--- config.mk ---
export PLATFORM = sky130hd
export DESIGN_NAME = mfb_front
export DESIGN_NICKNAME = d
export VERILOG_FILES = /design/src/hdl/assert_macros.svh /design/src/hdl/mfb_pkg.sv /design/src/hdl/mfb_front.sv
export SDC_FILE = /design/constraint.sdc
export NUM_CORES = 1
export LEC_CHECK = 0
export BUFFER_PORTS_ARGS = -buffer_cell sky130_fd_sc_hd__buf_2
export CORE_ASPECT_RATIO = 0.6
export CORE_MARGIN = 3
export CORE_UTILIZATION = 35
export DETAILED_ROUTE_END_ITERATION = 10
export PLACE_DENSITY = 0.8
export SLEW_MARGIN = 40
export SYNTH_ARGS = -nofsm -noshare
export SYNTH_HDL_FRONTEND = slang
export SYNTH_SLANG_ARGS = --single-unit
export TNS_END_PERCENT = 1
--- constraint.sdc ---
create_clock -name clk_i -period 2.4 [get_ports clk_i]
set_clock_uncertainty 0.2 [all_clocks]
set_input_delay 0.48 -clock clk_i [delete_from_list [all_inputs] [get_ports clk_i]]
set_output_delay 0.48 -clock clk_i [all_outputs]
set_load 0.03 [all_outputs]
--- src/hdl/assert_macros.svh ---
// Assertion macros shared by the filterbank modules.
// Each module that uses them has clk_i and rst_ni in scope.
`ifndef ASSERT_MACROS_SVH
`define ASSERT_MACROS_SVH

`ifndef SYNTHESIS
`define MFB_ASSERT(lbl, prop, msg) \
  lbl: assert property (@(posedge clk_i) disable iff (!rst_ni) (prop)) else $error(msg);
`define MFB_ASSERT_ALWAYS(lbl, prop, msg) \
  lbl: assert property (@(posedge clk_i) (prop)) else $error(msg);
`else
`define MFB_ASSERT(lbl, prop, msg)
`define MFB_ASSERT_ALWAYS(lbl, prop, msg)
`endif

`endif

--- src/hdl/mfb_pkg.sv ---
package mfb_pkg;

  localparam int unsigned BinW    = 10;
  localparam int unsigned PowerW  = 32;
  localparam int unsigned WeightW = 16;
  localparam int unsigned FloorW  = 16;
  localparam int unsigned SumW    = 48;
  localparam int unsigned IndexW  = 6;
  localparam int unsigned RecipW  = 37;

  localparam logic [BinW-1:0] CountMax = 10'd1023;

  localparam int unsigned QueueDepth = 2;
  localparam int unsigned QueuePtrW  = $clog2(QueueDepth);
  localparam int unsigned QueueCntW  = $clog2(QueueDepth + 1);

  localparam longint unsigned MelTopQ28 = 64'd512070953;
  localparam longint unsigned Q28One    = 64'd268435456;

  typedef struct packed {
    logic [PowerW-1:0] power;
    logic [BinW-1:0]   bin;
    logic              last;
  } bin_req_t;

  // Edge bin N of the mel filterbank, evaluated at elaboration only.
  function automatic logic [BinW-1:0] edge_bin(input int unsigned N,
                                               input int unsigned Banks,
                                               input int unsigned FftSize);
    longint unsigned parts_x;
    longint unsigned x;
    longint unsigned sum;
    longint unsigned term;
    longint unsigned num;
    longint unsigned Parts;
    longint unsigned Den;
    longint unsigned K;
    logic            done;
    Parts = longint'(Banks) + 64'd1;
    parts_x = MelTopQ28 * longint'(N);
    x = parts_x / Parts;
    sum = Q28One;
    term = Q28One;
    done = 1'b0;
    for (K = 1; K < 64; K++) begin
      if (!done) begin
        term = (term * x) >> 28;
        term = term / K;
        if (term == 0) begin
          done = 1'b1;
        end else begin
          sum = sum + term;
        end
      end
    end
    num = (longint'(FftSize) + 64'd1) * 64'd700 * (sum - Q28One);
    Den = 64'd16000 << 28;
    return BinW'(num / Den);
  endfunction

  // Rounded-up reciprocal 2^36 / D, used to turn the slope division into
  // a multiplication.
  function automatic logic [RecipW-1:0] recip_q36(input logic [BinW-1:0] D);
    longint unsigned Dw;
    Dw = 64'(D);
    if (Dw == 0) begin
      return '0;
    end
    return RecipW'(((64'd1 << 36) + Dw - 64'd1) / Dw);
  endfunction

endpackage

--- src/hdl/mfb_front.sv ---
module mfb_front (
  input  logic              clk_i,
  input  logic              rst_ni,
  input  logic              push,
  output logic              full,
  input  logic [31:0]       bin_power_i,
  input  logic              frame_end_i,
  input  logic              q_full_i,
  output logic              q_wr_o,
  output mfb_pkg::bin_req_t q_req_o
);

  logic [mfb_pkg::BinW-1:0] bin_count_q;
  logic [mfb_pkg::BinW-1:0] bin_count_d;
  logic                     accept;

  assign full   = q_full_i;
  assign accept = push && !q_full_i;
  assign q_wr_o = accept;

  assign q_req_o.power = bin_power_i;
  assign q_req_o.bin   = bin_count_q;
  assign q_req_o.last  = frame_end_i;

  // The bin counter restarts after a frame and holds at its maximum.
  always_comb begin
    bin_count_d = bin_count_q;
    if (accept) begin
      if (frame_end_i) begin
        bin_count_d = '0;
      end else if (bin_count_q != mfb_pkg::CountMax) begin
        bin_count_d = bin_count_q + mfb_pkg::BinW'(1);
      end
    end
  end

  always_ff @(posedge clk_i or negedge rst_ni) begin
    if (!rst_ni) begin
      bin_count_q <= '0;
    end else begin
      bin_count_q <= bin_count_d;
    end
  end

endmodule

==> impl_metrics.ini <==
[yosys]
synth-xor-area-share_pct = 0
synthAdderAreaFrac_pct = 1.51
synth.mux.area_fraction_pct = 1.21
synth_top_family_by_area = buffers and inverters
synth_area_um2 = 828
synth.distinct_cells = 26
yosysWarnings = 0
ys_seq_area_share_pct = 30.2
avgSynthCellArea_um2 = 8.28
postSynthCellCount = 100
syn_nets = 138
synth_compound_area_share_pct = 14.8
yosys.area_share.simple_pct = 19.9
ys_ff_latch = 10

[placed_design]
portBuffers = 17
place_inst = 110
place_congestion = 0.891
dpl.hpwl_mm = 1.22
post-place-ws_ns = 0.371

[sta]
drv_slew = 0
period_minus_slack_ns = 2.01
setup_ws_ns = 0.390
setup_viol = 0
tightestPinTransition_ns = 0.376
rsz0062_at_grt = false
hold_viol_final = 0
max_freq_mhz = 498
max_slew_margin_pct = 74.9
post-route-period-util_pct = 83.7
fin_setup_tns_ns = 0

[cts]
ctsHoldBuffers = 1
cts_root_buf = clkbuf_8
cts_num_sinks = 10
cts_max_level = 1
postCtsResizedCells = 0
worstSkewPairLatency_ns = 0.24
cts_buffer_depth = 2
clk_pin_slew_worst_paths_ns = 0.05
numCtsBuffers = 3
post_cts_buffers = 0
cts_tree = built

[setup_path]
cp.required_ns = 1.72
reg2reg_depth = 5
reg2reg_slack_ns = 0.57
end_kind = output port
critPathMaxStageDelay_ns = 0.30
startpoint_type = input pin
timing.rr.start = bin_count_q[0]
cpMaxStageDelayCell = nand2b_1
crit_type = input pin to output port
cpMostUsedCell = buf_2
reg2reg_to = bin_count_q[5]
worst-path-max-fanout = 11
crit_chain = buf_2 > nand2b_1 > inv_1 > buf_2
cp.arrival_ns = 1.33

[global_route]
grt_pass1_vias = 586
overflow = 0
grt_use_total_pct = 12.1
grt_pass1_wl_mm = 2.64
grt_max_degree = 12
antenna_found_initial = 0

[final_layout]
seq_area_um2 = 250
layout.nets = 126
reg_top3 = bin_count_q x10
stdcell_count = 115
multi_input_comb_area_um2 = 310
num-fill-cells = 223
final_cell_mix = buf_2 (17), dfrtp_1 (10), nand2_1 (8)
largest_register = bin_count_q
final_core_util_pct = 36.9
area_growth_pct = -9.06
largest_reg_flops = 10
num_antenna_cells = 0
post_route_cells_drive_above_1_share_pct = 25.3
final_common_cell = buf_2

[worst_hold_path]
hp-start = bin_count_q[7]
min_to = bin_count_q[7]
holdPathStages = 1
hp-class = register to register

[power_and_ir_drop]
vdd_drop_max_mv = 0.193
power_density_nw_per_um2 = 685
leakagePower_nw = 0.350

[route]
drtIter0Drc = 35
routed_wl_mm = 1.63
dr.pass1.iters = 4
viasPerCell = 5.63
avgRoutedWirePerCell_um = 14.2
drc_errors = 0
ant_nets = 0
num_vias = 647

[die]
start_util_pct = 40.6
dieWidth_um = 68.8
core_um2 = 2040
num_rows = 12
chipHeight_um = 43.7
dieArea_um2 = 3010
io_pins = 82

[outcome]
outcome = finished, final reports clean

[flow_run]
maxCapViolCount = 0
cells in the mapped netlist:
library cell | count | area [um^2]
or4_1 | 1 | 7.51
a31oi_1 | 3 | 18.8
nor2_1 | 4 | 15.0
o211a_1 | 1 | 10.0
inv_1 | 2 | 7.51
nor3_1 | 5 | 25.0
buf_2 | 1 | 5.00
nand4_1 | 2 | 12.5
o21ai_1 | 2 | 10.0
o21ai_0 | 6 | 30.0
mux2i_1 | 1 | 10.0
nand3_1 | 5 | 25.0
dfrtp_1 | 10 | 250
nand4_2 | 1 | 12.5
and3_1 | 2 | 12.5
o221a_1 | 1 | 11.3
ha_1 | 1 | 12.5
nor4_1 | 1 | 6.26
o31a_1 | 2 | 17.5
a22oi_1 | 1 | 7.51
buf_4 | 34 | 255
a21oi_1 | 2 | 10.0
nand2_1 | 8 | 30.0
nor2b_1 | 2 | 12.5
nand2b_1 | 1 | 6.26
o21bai_1 | 1 | 7.51
power by group:
part / leakage [nW] / internal (mW) / switching, mW
Sequential: 0.131 / 0.183 / 0.0219
Clock: 0.0288 / 0.144 / 0.0682
Combinational: 0.190 / 0.0316 / 0.0666
Total: 0.350 / 0.359 / 0.157
worst max-delay path: cells and delay by family:
kind / cells / cell delay (ns)
buffers and inverters: 3 / 0.55
AND/OR/NAND/NOR: 1 / 0.30
cell type report:
class	count	area share, %
well taps	28	4.65
multi-input cells	53	41.2
inverters	2	0.997
repair buffers	18	12.6
flip-flops and latches	10	33.2
clock buffers	4	7.31
through the flow:
stage | hold WS (ns) | instance area, um^2 | total power [mW]
2_1_floorplan | -0.0156 | 828 | 0.372
3_3_place_gp | 0.154 | 688 | 0.302
3_5_place_dp | 0.157 | 688 | 0.306
4_1_cts | 0.339 | 753 | 0.523
5_1_grt | 0.393 | 753 | 0.547
6_report | 0.335 | 753 | 0.516
kinds of logic (layout without fill, tap and decap cells):
| logic type | count (synthesis) | after routing |
|---|---|---|
| compound gates | 19 | 19 |
| fa+ha+maj | 1 | 1 |
| buf+inv | 37 | 24 |
| flops | 10 | 10 |
| mux | 1 | 1 |
| simple gates | 32 | 32 |
routing by layer:
metal | share of wire [%] | track usage [%] | vias up
li1 | - | - | 294
met1 | 43 | 13.7 | 313
met2 | 44 | 18.8 | 34
met3 | 11 | 6.99 | 6
met4 | 2.1 | 5.04 | 0
met5 | 0 | 0 | -
worst max path at each step:
stage | start | endpoint | cells after the start
after global placement | q_full_i | bin_count_q[5] | 6
after floorplan | bin_count_q[0] | bin_count_q[1] | 5
final | q_full_i | q_wr_o | 4
after detailed placement | q_full_i | bin_count_q[5] | 6
after CTS | q_full_i | q_wr_o | 4
after global routing | q_full_i | q_wr_o | 4
Power figures use the tool's default switching activity.
