$ cat config.mk
export PLATFORM = sky130hd
export DESIGN_NAME = mfb_queue
export DESIGN_NICKNAME = d
export VERILOG_FILES = /design/src/hdl/mfb_pkg.sv /design/src/hdl/mfb_queue.sv
export VERILOG_INCLUDE_DIRS = /design/src /design/src/hdl
export SDC_FILE = /design/constraint.sdc
export NUM_CORES = 1
export LEC_CHECK = 0
export CORE_MARGIN = 10
export CORE_UTILIZATION = 55
export CTS_BUF_LIST = sky130_fd_sc_hd__clkbuf_16
export DETAILED_ROUTE_END_ITERATION = 12
export DONT_BUFFER_PORTS = 1
export PLACE_DENSITY = 0.81
export SLEW_MARGIN = 40
export SYNTH_ARGS = -nofsm -noshare
export SYNTH_HDL_FRONTEND = slang
export SYNTH_SLANG_ARGS = --single-unit
$ cat constraint.sdc
create_clock -name clk_i -period 7 [get_ports clk_i]
set_input_delay 0.7 -clock clk_i [delete_from_list [all_inputs] [get_ports clk_i]]
set_output_delay 0.7 -clock clk_i [all_outputs]
set_load 0.1 [all_outputs]
$ cat src/hdl/assert_macros.svh
// Assertion macros shared by the filterbank modules.
// Each module that uses them has clk_i and rst_ni in scope.
`ifndef ASSERT_MACROS_SVH
`define ASSERT_MACROS_SVH

`ifndef SYNTHESIS
`define MFB_ASSERT(lbl, prop, msg) \
  lbl: assert property (@(posedge clk_i) disable iff (!rst_ni) (prop)) else $error(msg);
`define MFB_ASSERT_ALWAYS(lbl, prop, msg) \
  lbl: assert property (@(posedge clk_i) (prop)) else $error(msg);
`else
`define MFB_ASSERT(lbl, prop, msg)
`define MFB_ASSERT_ALWAYS(lbl, prop, msg)
`endif

`endif

$ cat src/hdl/mfb_pkg.sv
package mfb_pkg;

  localparam int unsigned BinW    = 10;
  localparam int unsigned PowerW  = 32;
  localparam int unsigned WeightW = 16;
  localparam int unsigned FloorW  = 16;
  localparam int unsigned SumW    = 48;
  localparam int unsigned IndexW  = 6;
  localparam int unsigned RecipW  = 37;

  localparam logic [BinW-1:0] CountMax = 10'd1023;

  localparam int unsigned QueueDepth = 2;
  localparam int unsigned QueuePtrW  = $clog2(QueueDepth);
  localparam int unsigned QueueCntW  = $clog2(QueueDepth + 1);

  localparam longint unsigned MelTopQ28 = 64'd512070953;
  localparam longint unsigned Q28One    = 64'd268435456;

  typedef struct packed {
    logic [PowerW-1:0] power;
    logic [BinW-1:0]   bin;
    logic              last;
  } bin_req_t;

  // Edge bin N of the mel filterbank, evaluated at elaboration only.
  function automatic logic [BinW-1:0] edge_bin(input int unsigned N,
                                               input int unsigned Banks,
                                               input int unsigned FftSize);
    longint unsigned parts_x;
    longint unsigned x;
    longint unsigned sum;
    longint unsigned term;
    longint unsigned num;
    longint unsigned Parts;
    longint unsigned Den;
    longint unsigned K;
    logic            done;
    Parts = longint'(Banks) + 64'd1;
    parts_x = MelTopQ28 * longint'(N);
    x = parts_x / Parts;
    sum = Q28One;
    term = Q28One;
    done = 1'b0;
    for (K = 1; K < 64; K++) begin
      if (!done) begin
        term = (term * x) >> 28;
        term = term / K;
        if (term == 0) begin
          done = 1'b1;
        end else begin
          sum = sum + term;
        end
      end
    end
    num = (longint'(FftSize) + 64'd1) * 64'd700 * (sum - Q28One);
    Den = 64'd16000 << 28;
    return BinW'(num / Den);
  endfunction

  // Rounded-up reciprocal 2^36 / D, used to turn the slope division into
  // a multiplication.
  function automatic logic [RecipW-1:0] recip_q36(input logic [BinW-1:0] D);
    longint unsigned Dw;
    Dw = 64'(D);
    if (Dw == 0) begin
      return '0;
    end
    return RecipW'(((64'd1 << 36) + Dw - 64'd1) / Dw);
  endfunction

endpackage

$ cat src/hdl/mfb_queue.sv
`include "assert_macros.svh"

module mfb_queue (
  input  logic              clk_i,
  input  logic              rst_ni,
  input  logic              wr_i,
  input  mfb_pkg::bin_req_t req_i,
  output logic              full_o,
  input  logic              rd_i,
  output logic              empty_o,
  output mfb_pkg::bin_req_t req_o
);

  mfb_pkg::bin_req_t                   mem_q [mfb_pkg::QueueDepth];
  logic [mfb_pkg::QueuePtrW-1:0]       wr_ptr_q;
  logic [mfb_pkg::QueuePtrW-1:0]       rd_ptr_q;
  logic [mfb_pkg::QueueCntW-1:0]       count_q;
  logic                                do_wr;
  logic                                do_rd;

  assign full_o  = (count_q == mfb_pkg::QueueCntW'(mfb_pkg::QueueDepth));
  assign empty_o = (count_q == '0);
  assign do_wr   = wr_i && !full_o;
  assign do_rd   = rd_i && !empty_o;
  assign req_o   = mem_q[rd_ptr_q];

  always_ff @(posedge clk_i) begin
    if (do_wr) begin
      mem_q[wr_ptr_q] <= req_i;
    end
  end

  always_ff @(posedge clk_i or negedge rst_ni) begin
    if (!rst_ni) begin
      wr_ptr_q <= '0;
      rd_ptr_q <= '0;
      count_q  <= '0;
    end else begin
      if (do_wr) begin
        wr_ptr_q <= wr_ptr_q + mfb_pkg::QueuePtrW'(1);
      end
      if (do_rd) begin
        rd_ptr_q <= rd_ptr_q + mfb_pkg::QueuePtrW'(1);
      end
      if (do_wr && !do_rd) begin
        count_q <= count_q + mfb_pkg::QueueCntW'(1);
      end else if (do_rd && !do_wr) begin
        count_q <= count_q - mfb_pkg::QueueCntW'(1);
      end
    end
  end

  `MFB_ASSERT(a_queue_bound, count_q <= mfb_pkg::QueueCntW'(mfb_pkg::QueueDepth), "queue count exceeds depth")

endmodule

==> results.txt <==
- The flow ran to the end, and the final reports show no timing, DRC or antenna violations.
- The count of nets left with antenna violations once routing finished came out at 0.
- Number of top-level pins: 92
- Of the synthesized area, sequential elements account for 76.6%.
- RSZ-0062 raised after global routing: no
- After routing the design area is 0.00391 mm².
* Vias in the first global route: 1,446
- In the layout the commonest cells are sky130_fd_sc_hd__edfxtp_1 (86), sky130_fd_sc_hd__mux2_4 (39), sky130_fd_sc_hd__clkbuf_16 (9), sky130_fd_sc_hd__inv_1 (4), sky130_fd_sc_hd__mux2_2 (4).
- Aggregate negative setup slack: 0 ns
- Layout cells sized above 1: 38.3%
* Setup repair bufs after CTS: 0
- Buffers inserted during clock tree synthesis total 9.
- Total inserted antenna cells: 0
* Clk_lat worst skew: 0.32 ns
- Commonest non-fill, non-tap cell in the layout: sky130_fd_sc_hd__edfxtp_1
- Drt drc: 0
* Buffer type at the clock tree root: sky130_fd_sc_hd__clkbuf_16
* Final min period: 2.80 ns
- In this run the vertical extent of the chip is 99.8 µm.
- STA puts the critical path data required time at 6.30 ns.
- After detailed placement, the total cell area comes to 0.00358 mm².
- Final wirelength: 5.59 mm
- Number of register bits inferred by synthesis: 90
- Maximum Capacitance Violations: 0
- The signal on the critical path passes through buf_4 > mux2_4.
- Cell count after synthesis: 153
* Pin count of the biggest net entering global routing: 44
* Number of library cell types mapped by synthesis: 15
- Aggregate global routing overflow: 0
- For this run, the number of Yosys warnings is 0.
* Kind of start point of the critical path: flop
- In this run the tool buffered the top-level ports with 0 buffer cells.
- For the pin with the worst max-slew slack, the measured transition is 0.846 ns.
- Clk_skew: 0.00469 ns
* Worst-case setup slack after placement: 4.53 ns
- The worst path uses 39.9% of the clock period.
- CORE AREA: 0.00628 mm²
- Count of final hold-check violations: 0
- After clock tree synthesis, the clock-pin slew on the worst setup and hold paths is 0.06 ns.
- Static timing analysis puts the maximum clock frequency at 0.358 GHz.
- Xor and xnor area share after synthesis: 1.25%
- Clock Path Buffers: 2
- After Yosys synthesis, and, or, nand and nor cells account for 0.786% of the synthesized area.
- Rel. slew slack: 43.6%
- Combinational family with the most area after synthesis: multiplexers
- Among all stages on the critical path, the largest delay is contributed by sky130_fd_sc_hd__dfrtp_2.
* Count of endpoints failing setup in the final report: 0
- Element type at the critical path end: output pin
- Mux contribution to synthesized area: 18.0%
- Across all setup checks in the final design, the least slack found is 4.20 ns.
- In this run, the number of DRC markers left after iteration 0 of detailed routing was 49.
- The initial antenna violation count came to 0.
- After synthesis the cells add up to 0.00350 mm².
- Adder and majority cell fraction of the synthesized area: 0.357%
- The final layout contains 210 nets.
- Post-Synthesis Mean Instance Area: 22.9 µm²
* Largest stage delay on the critical path: 0.80 ns
* Wire length of the first global-routing pass: 8.11 mm
- The congestion estimate from routability-driven global placement came to 0.751.
* TritonCTS Sinks: 90
* CP Data Arrival Time: 2.10 ns
- Detailed-route via count: 1,346
- Along the worst path, the maximum fanout reaches 23.
- The final number of max-transition violations is 0.
* Category of the critical setup timing path: reg -> out
- Starting Density: 55.8%
- After clock tree synthesis, the repair step resized 0 gates.
- Detailed placement ended at an HPWL of 4.21 mm.
- Using the TritonRoute via totals, the vias-per-cell ratio works out to 5.52.
- Number of levels in the clock H-tree: 3
- Class of the tightest hold or removal check: in -> async
- Clock tree from TritonCTS: yes
* Number of iterations in the first detailed-routing pass: 4
* Hold-fix buffer count after cts: 0
- Global routing consumed, over all layers together, 11.0% of the routing resources.
- Syn nets: 201
- From synthesis to final layout, the design area changed by 11.8%.
* Compound-cell area share of the yosys netlist: 0.143%
- Die width: 99.8 µm
* Core Rows: 29
- Die Area: 0.00996 mm²
- Average routed wire per standard cell: 22.9 µm
cell usage after synthesis:
cell / number / area [µm²]
sky130_fd_sc_hd__buf_12: 4 / 80.1
sky130_fd_sc_hd__ha_1: 1 / 12.5
sky130_fd_sc_hd__mux2_4: 39 / 586
sky130_fd_sc_hd__nor2_1: 3 / 11.3
sky130_fd_sc_hd__inv_1: 2 / 7.51
sky130_fd_sc_hd__and3_1: 1 / 6.26
sky130_fd_sc_hd__buf_6: 1 / 11.3
sky130_fd_sc_hd__nand2b_1: 1 / 6.26
sky130_fd_sc_hd__xnor2_1: 3 / 26.3
sky130_fd_sc_hd__edfxtp_1: 86 / 2580
sky130_fd_sc_hd__mux2_2: 4 / 45.0
sky130_fd_sc_hd__o21ai_1: 1 / 5.00
sky130_fd_sc_hd__dfrtp_1: 4 / 100
sky130_fd_sc_hd__nand2_1: 1 / 3.75
sky130_fd_sc_hd__xor2_1: 2 / 17.5
layout make-up:
type | count | area (µm²)
clock inverters | 7 | 110
inverters | 2 | 7.51
repair buffers | 3 | 50.0
flip-flops and latches | 90 | 2680
fillers | 436 | 2360
clock buffers | 9 | 225
multi-input cells | 56 | 739
well taps | 77 | 96.3
path summary, 6_finish.rpt:
path | from | endpoint | slack, ns | cells past startpoint
setup reg to reg | count_q[0]$_DFFE_PN0P_ | mem_q[0][6]$_DFFE_PP_ | 5.24 | 4
hold reg to reg | wr_ptr_q$_DFFE_PN0P_ | wr_ptr_q$_DFFE_PN0P_ | 0.60 | 1
hold / removal | rst_ni | count_q[1]$_DFFE_PN0P_ | 0.07 | 0
min in group clk_i | req_i[28] | mem_q[1][28]$_DFFE_PP_ | 0.47 | 0
max in group asynchronous | rst_ni | rd_ptr_q$_DFFE_PN0P_ | 6.85 | 0
setup / recovery | rd_ptr_q$_DFFE_PN0P_ | req_o[2] | 4.20 | 2
state kept, by name, indices dropped and copies added, names as in the netlist:
register,flops
mem_q,86
count_q,2
rd_ptr_q,1
wr_ptr_q,1
worst max-delay path, delay by kind of cell (launching register included):
family                 cells  cell delay, ns
flip-flops                 1            0.80
multiplexers               1            0.48
buffers and inverters      1            0.47
metrics by stage:
| stage | std cells | hold WS, ns | utilization (%) |
|---|---|---|---|
| 3_3_place_gp | 226 | 0.405 | 56.2 |
| 4_1_cts | 244 | 0.0570 | 62.3 |
| 2_1_floorplan | 153 | 0.404 | - |
| 6_report | 244 | 0.0687 | 62.3 |
| 5_1_grt | 244 | 0.0476 | 62.3 |
| 3_5_place_dp | 228 | 0.405 | 57.0 |
metal layers:
metal	GRT usage [%]	wire length, µm	share of wire (%)	vias up
met5	0	0	0	-
met4	3.97	60	1.1	0
met3	8.59	888	16	6
met2	18.1	2900	52	65
met1	10.1	1740	31	666
li1	-	-	-	609
kinds of logic (layout without fill, tap and decap cells):
logic type,Yosys count,after routing
DFF,90,90
muxes,43,43
buffers and inverters,7,21
and+or+nand+nor,6,6
xor gates and xnor gates,5,5
adders and majority gates,1,1
AOI/OAI and AO/OA,1,1
Power is not shown: default switching activity piles up to over one toggle a cycle in this logic, so the estimate is an artifact.
